===== src/hdl/eevr_pkg.sv =====
// Shared types and constants for the edge event varint ring recorder.
// Used by eevr_ctrl, eevr_dp and the top level; depends on nothing else.
package eevr_pkg;

   localparam int TIME_W      = 48;
   localparam int AGE_W       = TIME_W + 1;
   localparam int VAL_W       = 63;
   localparam int SUM_W       = 64;
   localparam int MAX_SIGNALS = 16;
   localparam int SIG_W       = 4;
   localparam int MAX_REC     = 9;
   localparam int CSR_W       = 14;

   localparam logic CSR_SIGNAL_COUNT = 1'b0;
   localparam logic CSR_RING_BYTES   = 1'b1;

   typedef enum logic [1:0] {
      MODE_EDGE  = 2'd0,
      MODE_READ  = 2'd1,
      MODE_START = 2'd2,
      MODE_NONE  = 2'd3
   } mode_type;

   typedef enum logic [2:0] {
      ST_DONE    = 3'd0,
      ST_FULL    = 3'd1,
      ST_IGNORED = 3'd2,
      ST_RECORD  = 3'd3,
      ST_NOTHING = 3'd4
   } status_type;

   typedef struct packed {
      logic       load;
      logic       start;
      logic       ev_prep;
      logic       ev_size;
      logic       ev_fail;
      logic       wr_data;
      logic       wr_glitch;
      logic       ev_commit;
      logic       rd_init;
      logic       rd_issue;
      logic       rd_take;
      logic       rd_eval;
      logic       rd_commit;
      logic       set_res;
      status_type res_code;
      logic       out_load;
   } cmd_type;

   typedef struct packed {
      mode_type mode;
      logic     sig_enabled;
      logic     ring_empty;
      logic     ev_full;
      logic     wr_last;
      logic     glitch;
      logic     rd_more;
      logic     rd_ok;
   } stat_type;

endpackage


===== src/hdl/eevr_ctrl.sv =====
// Controller state machine of the edge event recorder: sequences each command
// through the datapath and owns both handshakes. Depends on eevr_pkg.
module eevr_ctrl (
   input  logic               clock,
   input  logic               reset,
   input  logic               req_valid,
   output logic               req_stall,
   output logic               rsp_valid,
   input  logic               rsp_stall,
   input  eevr_pkg::stat_type stat,
   output eevr_pkg::cmd_type  cmd
);

   typedef enum logic [3:0] {
      S_IDLE, S_DISPATCH, S_EV_SIZE, S_EV_CHECK, S_WR_DATA, S_WR_GLITCH,
      S_EV_COMMIT, S_RD_ISSUE, S_RD_TAKE, S_RD_EVAL, S_RD_DECIDE, S_FINISH
   } state_type;

   state_type state_ff, state_in;
   logic      rsp_valid_ff, rsp_valid_in;
   logic      slot_free;

   assign slot_free = ~rsp_valid_ff | ~rsp_stall;
   assign req_stall = (state_ff != S_IDLE);
   assign rsp_valid = rsp_valid_ff;

   always_comb begin
      cmd      = '0;
      cmd.res_code = eevr_pkg::ST_DONE;
      state_in = state_ff;
      unique case (state_ff)
         S_IDLE: begin
            if (req_valid) begin
               cmd.load = 1'b1;
               state_in = S_DISPATCH;
            end
         end
         S_DISPATCH: begin
            state_in = S_FINISH;
            unique case (stat.mode)
               eevr_pkg::MODE_START: begin
                  cmd.start    = 1'b1;
                  cmd.set_res  = 1'b1;
                  cmd.res_code = eevr_pkg::ST_DONE;
               end
               eevr_pkg::MODE_EDGE: begin
                  if (stat.sig_enabled) begin
                     cmd.ev_prep = 1'b1;
                     state_in    = S_EV_SIZE;
                  end else begin
                     cmd.set_res  = 1'b1;
                     cmd.res_code = eevr_pkg::ST_IGNORED;
                  end
               end
               eevr_pkg::MODE_READ: begin
                  if (stat.ring_empty) begin
                     cmd.set_res  = 1'b1;
                     cmd.res_code = eevr_pkg::ST_NOTHING;
                  end else begin
                     cmd.rd_init = 1'b1;
                     state_in    = S_RD_ISSUE;
                  end
               end
               default: begin
                  cmd.set_res  = 1'b1;
                  cmd.res_code = eevr_pkg::ST_IGNORED;
               end
            endcase
         end
         S_EV_SIZE: begin
            cmd.ev_size = 1'b1;
            state_in    = S_EV_CHECK;
         end
         S_EV_CHECK: begin
            if (stat.ev_full) begin
               cmd.ev_fail  = 1'b1;
               cmd.set_res  = 1'b1;
               cmd.res_code = eevr_pkg::ST_FULL;
               state_in     = S_FINISH;
            end else begin
               state_in = S_WR_DATA;
            end
         end
         S_WR_DATA: begin
            cmd.wr_data = 1'b1;
            if (stat.wr_last) begin
               state_in = stat.glitch ? S_WR_GLITCH : S_EV_COMMIT;
            end
         end
         S_WR_GLITCH: begin
            cmd.wr_glitch = 1'b1;
            state_in      = S_EV_COMMIT;
         end
         S_EV_COMMIT: begin
            cmd.ev_commit = 1'b1;
            cmd.set_res   = 1'b1;
            cmd.res_code  = eevr_pkg::ST_DONE;
            state_in      = S_FINISH;
         end
         S_RD_ISSUE: begin
            cmd.rd_issue = 1'b1;
            state_in     = S_RD_TAKE;
         end
         S_RD_TAKE: begin
            cmd.rd_take = 1'b1;
            state_in    = stat.rd_more ? S_RD_ISSUE : S_RD_EVAL;
         end
         S_RD_EVAL: begin
            cmd.rd_eval = 1'b1;
            state_in    = S_RD_DECIDE;
         end
         S_RD_DECIDE: begin
            cmd.set_res = 1'b1;
            if (stat.rd_ok) begin
               cmd.rd_commit = 1'b1;
               cmd.res_code  = eevr_pkg::ST_RECORD;
            end else begin
               cmd.res_code = eevr_pkg::ST_NOTHING;
            end
            state_in = S_FINISH;
         end
         S_FINISH: begin
            if (slot_free) begin
               cmd.out_load = 1'b1;
               state_in     = S_IDLE;
            end
         end
         default: state_in = S_IDLE;
      endcase
   end

   always_comb begin
      if (cmd.out_load) begin
         rsp_valid_in = 1'b1;
      end else if (rsp_valid_ff & ~rsp_stall) begin
         rsp_valid_in = 1'b0;
      end else begin
         rsp_valid_in = rsp_valid_ff;
      end
   end

   always_ff @(posedge clock) begin
      if (reset) begin
         state_ff     <= S_IDLE;
         rsp_valid_ff <= 1'b0;
      end else begin
         state_ff     <= state_in;
         rsp_valid_ff <= rsp_valid_in;
      end
   end

`ifndef SYNTH
   a_load_idle: assert property (@(posedge clock) disable iff (reset)
      cmd.load |=> state_ff == S_DISPATCH) else $error("load did not lead to dispatch");
   a_no_overwrite: assert property (@(posedge clock) disable iff (reset)
      cmd.out_load |-> slot_free) else $error("result register overwritten");
   a_take_after_issue: assert property (@(posedge clock) disable iff (reset)
      cmd.rd_take |-> $past(cmd.rd_issue)) else $error("ring byte taken before read");
`endif

endmodule


===== config.mk =====
export PLATFORM = sky130hd
export DESIGN_NAME = eevr_ctrl
export DESIGN_NICKNAME = d
export VERILOG_FILES = /design/src/hdl/eevr_pkg.sv /design/src/hdl/eevr_ctrl.sv
export SDC_FILE = /design/constraint.sdc
export NUM_CORES = 1
export LEC_CHECK = 0
export BUFFER_PORTS_ARGS = -buffer_cell sky130_fd_sc_hd__buf_2
export CAP_MARGIN = 20
export CORE_MARGIN = 5
export CORE_UTILIZATION = 30
export DETAILED_ROUTE_END_ITERATION = 10
export HOLD_SLACK_MARGIN = 0.1
export PLACE_DENSITY = 0.7
export SYNTH_ARGS = -nofsm -noshare
export SYNTH_HDL_FRONTEND = slang
export SYNTH_SLANG_ARGS = --single-unit

===== constraint.sdc =====
create_clock -name clock -period 1.2 [get_ports clock]
set_input_delay 0.06 -clock clock [delete_from_list [all_inputs] [get_ports clock]]
set_output_delay 0.06 -clock clock [all_outputs]
set_load 0.02 [all_outputs]

==> results of run 1 <==
-- cell usage after synthesis, types with 2 or more instances --
master	number
a21oi_1	14
nor2_1	11
nand2b_1	8
nor3_1	6
dfxtp_1	5
nand2_1	5
buf_2	4
nor2b_1	4
and3_1	3
a21boi_0	2
buf_4	2
clkbuf_1	2
inv_1	2
nand3b_1	2
o21ai_1	2
or2_1	2
-- critical path, stage by stage, from the launching register on --
cell,delay [ns]
dfxtp_4,0.37
buf_8,0.14
or3_4,0.40
a21oi_4,0.13
buf_6,0.13
-- how the worst max path moves through the flow --
stage / start / to / slack [ns] / cells after the start
2_1_floorplan: state_ff[1]$_SDFFE_PP0P_ / state_ff[3]$_SDFFE_PP0P_ / -0.13 / 5
3_3_place_gp: state_ff[3]$_SDFFE_PP0P_ / cmd[2] / -0.11 / 4
3_5_place_dp: state_ff[3]$_SDFFE_PP0P_ / cmd[2] / -0.10 / 4
4_1_cts: state_ff[3]$_SDFFE_PP0P_ / cmd[2] / -0.25 / 4
5_1_grt: state_ff[0]$_SDFFE_PP0P_ / cmd[3] / -0.36 / 4
6_report: state_ff[1]$_SDFFE_PP0P_ / cmd[2] / -0.31 / 4
-- per-layer routing --
metal,vias to the layer above,global-route usage (%),part of all wire [%]
li1,456,-,-
met1,476,25.20,41
met2,61,36.81,49
met3,11,3.542,7.5
met4,0,9.129,2.4
met5,-,0,0
-- flip-flops by register name, indices dropped and copies added (netlist names) --
name / cells
rsp_valid: 1
state_ff: 4
-- cells by family (layout without fill, tap and decap cells) --
kind of cell	Yosys count	count (layout)	share of synthesized area [%]
compound gates	25	25	25.26
buf+inv	11	75	10.23
flops	5	5	16.70
simple gates	51	51	47.81
-- repair_timing --
action / 4_1_cts / 5_1_grt
setup endpoints to repair: 23 / 23
hold buffers: 1 / 0
resized for setup: 86 / 38
pin swaps: 17 / 13
hold endpoints to repair: 3 / 0
setup buffers: 7 / 10
-- power by group --
group	switching [W]	internal, W
logic	0.00158	0.00171
clock network	0.000109	0.000128
registers	0.000141	0.000263
-- area by class of cell --
| class | count | share of cell area, % |
|---|---|---|
| tap | 27 | 2.155 |
| timing repair buffer | 69 | 41.42 |
| inverter | 2 | 0.4789 |
| sequential | 5 | 7.342 |
| clock buffer | 4 | 1.676 |
| multi-input combinational | 76 | 46.93 |
-- through the flow --
stage	cell area [sq um]	hold WS, ns	setup slack (ns)
2_1_floorplan	644.4	0.1291	-0.1269
3_3_place_gp	942.2	0.2791	-0.1079
3_5_place_dp	942.2	0.2812	-0.1032
4_1_cts	1343	0.1260	-0.2496
5_1_grt	1568	0.1316	-0.3644
6_report	1568	0.1283	-0.3073
==> metrics, run 1 <==
synthesized net count 105; max cap viols 0; GPL Wtd Cong 0.8224; DRC 0; Final Hold Fails 0; Min-Delay Endpoint state_ff[2]$_SDFFE_PP0P_; number of library cell types mapped by synthesis 34; Final Core Density between 80 and 90%; CTS sink cnt 5; final number of setup-violating endpoints 23; fraction of layout cells with a size suffix above 1 between 70% and 80%; fmax 663.4 MHz; CTS tree yes; Ant. Diodes 0; Final Cycle Share 125.6%; origin of the worst min-delay path stat[1]; worst min path class input port to flop; FF-to-FF End state_ff[2]$_SDFFE_PP0P_; Yosys top cell area share between 10% and 20%; multi-input logic area roughly 740 sq um; total power draw about 0.0039 W; R2R setup slack -0.16 ns; Routed Antenna Nets 0; height of the die 54.70 um; most frequent cells in the layout buf_6 (37), buf_4 (15), buf_2 (13); IO buf count 32; worst path arrival time 1.45 ns; non-filler instance count after layout ~180; number of top-level pins 33; Critical Path RT about 1.1 ns; Worst-Margin Slew about 0.28 ns; First DRT Iteration DRCs 22; FF/Latch Area roughly 120 sq um; syn avg cell area between 6 and 7 sq um; total number of vias roughly 1000; Overall Global Routing Usage 21.20%; die width 54.70 um; RR Startpoint state_ff[1]$_SDFFE_PP0P_; setup TNS -4.086 ns; crit path launch type flop; R2R cell count 8; drt total wl about 3600 um; filler cell count approximately 110; minimum clock period roughly 1.5 ns; RSZ-0062 raised after global routing yes; first-pass GRT wire length 4457 um; Area Growth Syn to Fin 161.6%; WS Path Type flop to primary output; Placed Instances around 160; Initial Utilization 30.86%; DIE AREA between 2000 and 3000 sq um; synth warn 0; synth top area cells dfxtp_1 (17%), a21oi_1 (12%), nand2b_1 (8.4%); status complete, but fails checks; top cell type by total area after synthesis dfxtp_1; Root Buffer clkbuf_4; Core Region about 2000 sq um; initial antenna violation count 0; failing checks negative setup slack; CP Max Fanout 5; first-pass detailed-route iteration total 4; asr flop ratio synth 0%; Mapped Cells roughly 90; vias per inst roughly 5.5; sequential-to-total area share from yosys stat 16.70%; Final WS setup -0.3073 ns; Pins Over Slew Limit 0; # rows 16; relative slew slack 81.06%; Num CTS Buffers 3; endpoint class of the critical path primary output; Worst VDD drop around 1.6 mV; via count of the first global-routing pass 936; wire length per cell approximately 20 um; Synth Flop Type dfxtp_1; grt total ovfl 0; CTS max path bufs 2; clk_lat worst skew between 0.2 and 0.3 ns; leakage 0.6572 nW; Worst-path clk slew approximately 0.07 ns; Post-synth EDFFs 0; Pwr Density roughly 2500 nW/um^2; Cell Area, Synth around 600 sq um; # H-tree levels 1; post-synthesis register bit count 5; hold path depth 3; clock skew ~0.015 ns; DP Wirelength ~1700 um; nets@finish between 150 and 200; largest net degree at the start of global routing 15; most common cell after layout, fill and taps aside buf_6
No activity file was read; power rests on OpenSTA's default activity.
==> run 2, diff against run 1 <==
- CELL_PAD_IN_SITES_DETAIL_PLACEMENT: default -> 0
- CELL_PAD_IN_SITES_GLOBAL_PLACEMENT: default -> 1
- CORE_UTILIZATION: 30 -> 25
- PLACE_DENSITY: 0.7 -> 0.83
==> run 2 against run 1 <==
Effect of this change: the run still ends with negative setup slack left; register-to-register slack improved by 0.06 ns; cell count decreased by 3.3%; routed wire length decreased by 31%; largest cell class unchanged; critical path type unchanged; clock-buffer cell count unchanged; first-iteration DRC count increased by 9.1%; die area increased by 16%; fmax increased by 3.6%; total power decreased by 20%; clock power decreased by 16%; via count decreased by 11%.
==> metrics, run 2 (synthesized netlist as in run 1, its figures left out) <==
status complete, but fails checks; failing checks negative setup slack; Core Region 2255 sq um (+16%); Num CTS Buffers 3 (unchanged); # H-tree levels 1 (unchanged); WHS 0.1106 ns (-0.01771 ns); most common cell after layout, fill and taps aside buf_6; max cap viols 0 (unchanged); via count of the first global-routing pass 842 (-10%); clock skew 0.01264 ns (-0.002636 ns); leakage 0.5976 nW (-9.1%); Area Growth Syn to Fin 128.0%; Max stage delay on crit path 0.38 ns (-0.02 ns); relative slew slack 85.93% (+4.9 points); CP Max Fanout 6 (+1); combinational group share of total power 81.7% (-2.0 points); RSZ-0062 raised after global routing yes; Overall Global Routing Usage 13.35% (-7.9 points); CTS sink cnt 5 (unchanged); worst min path class input port to flop; initial antenna violation count 0 (unchanged); Switching Fraction 45.38% (-1.1 points); CP Cell Sequence nand2b_4 > or3_4 > a21oi_4 > buf_6; vias per inst 5.068 (-7.6%); slowest CP cell or3_4; wire length per cell 14.10 um (-28%); Pins Over Slew Limit 0 (unchanged); Worst VDD drop 1.580 mV (-2.8%); max FFs per register 4 (unchanged); crit path launch type flop; filler cell count 190 (+68%); worst path arrival time 1.40 ns (-0.05 ns); pre-CTS WS -0.1075 ns (-0.004254 ns); Worst-Margin Slew 0.2103 ns (-0.07170 ns); IO buf count 32 (unchanged); Int Pwr 0.001718 W (-18%); Final Cycle Share 121.3% (-4.3 points); GPL Wtd Cong 0.8720 (+6.0%); # rows 17 (+1); minimum clock period 1.455 ns (-0.05216 ns); largest register by flop count state_ff; Root Buffer clkbuf_4; Net Sw Power 0.001427 W (-22%); drt total wl 2496 um (-31%); final number of setup-violating endpoints 22 (-4.3%); Ant. Diodes 0 (unchanged); number of top-level pins 33 (unchanged); CTS max path bufs 2 (unchanged); first-pass detailed-route iteration total 4 (unchanged); grt total ovfl 0 (unchanged); nets@finish 163 (-4.1%); most frequent cells in the layout buf_6 (27), buf_4 (20), buf_2 (14); DIE AREA 3476 sq um (+16%); endpoint class of the critical path primary output; fraction of layout cells with a size suffix above 1 67.79% (-9.1 points); Worst-path clk slew 0.05 ns (-0.02 ns); DP Wirelength 1714 um (+1.9%); power share of the clock group 6.4% (+0.4 points); First DRT Iteration DRCs 24 (+9.1%); Routed Antenna Nets 0 (unchanged); first-pass GRT wire length 3650 um (-18%); clk_lat worst skew 0.25 ns (-0.02 ns); Pwr Density 2302 nW/um^2 (-8.3%); fmax 687.2 MHz (+3.6%); die width 58.96 um (+7.8%); total number of vias 897 (-11%); CTS tree yes; Final WS setup -0.2552 ns (+0.05216 ns); DRC 0 (unchanged); Critical Path RT 1.14 ns (about the same); height of the die 58.96 um (+7.8%); WS Path Type flop to primary output; Sequential Power Share 11.9% (+1.6 points); Initial Utilization 26.58% (-4.3 points); largest net degree at the start of global routing 15 (unchanged); Final Hold Fails 0 (unchanged)
-- run 2: stage by stage --
stage	power (W)	cells	setup TNS [ns]	util, %	instance area (sq um)
2_1_floorplan	0.001383	92	-0.4196	-	644.4
3_3_place_gp	0.002007	165	-0.5109	42.18	950.9
3_5_place_dp	0.002035	165	-0.5370	42.18	950.9
4_1_cts	0.002890	174	-2.398	53.94	1216
5_1_grt	0.003322	177	-3.967	60.60	1366
6_report	0.003145	177	-2.695	60.60	1366
-- run 2: path summary, 6_finish.rpt --
path / endpoint / slack, ns / cells past startpoint / start
worst max register to register: state_ff[0]$_SDFFE_PP0P_ / -0.10 / 5 / state_ff[3]$_SDFFE_PP0P_
worst min-delay path: state_ff[2]$_SDFFE_PP0P_ / 0.11 / 3 / stat[1]
worst min register to register: rsp_valid$_SDFFE_PP0P_ / 0.58 / 2 / rsp_valid$_SDFFE_PP0P_
worst max-delay path: cmd[2] / -0.26 / 4 / state_ff[3]$_SDFFE_PP0P_
-- run 2: critical path: cells and delay by family (launching register included) --
family          cells  cell delay [ns]
compound gates      1             0.13
buf+inv             1             0.13
flops               1             0.36
simple gates        2             0.55
-- run 2: layout make-up --
class | count | area, sq um | area share (%)
timing repair buffer | 62 | 534.3 | 39.10
sequential | 5 | 115.1 | 8.425
tap | 28 | 35.03 | 2.564
multi-input combinational | 76 | 648.1 | 47.44
clock buffer | 4 | 26.28 | 1.923
inverter | 2 | 7.507 | 0.5495
-- run 2: power groups by stage --
stage	Combinational, W	Clock, W	Sequential, W
floorplan	0.00113	0	0.000254
global placement	0.00170	0	0.000306
detailed placement	0.00172	0	0.000312
CTS	0.00234	0.000198	0.000356
global route	0.00272	0.000221	0.000385
finish	0.00257	0.000201	0.000374
-- run 2: what timing repair did --
item	CTS	global route
pin swaps	4	11
hold buffers	1	0
setup buffers	4	3
hold endpoints to repair	2	0
resized for setup	56	33
setup endpoints to repair	23	23
-- run 2: layer usage --
metal	global-route usage (%)	vias up	wire length, um
li1	-	443	-
met1	15.30	426	1054
met2	25.08	26	1298
met3	1.974	2	124
met4	3.883	0	19
met5	0	-	0
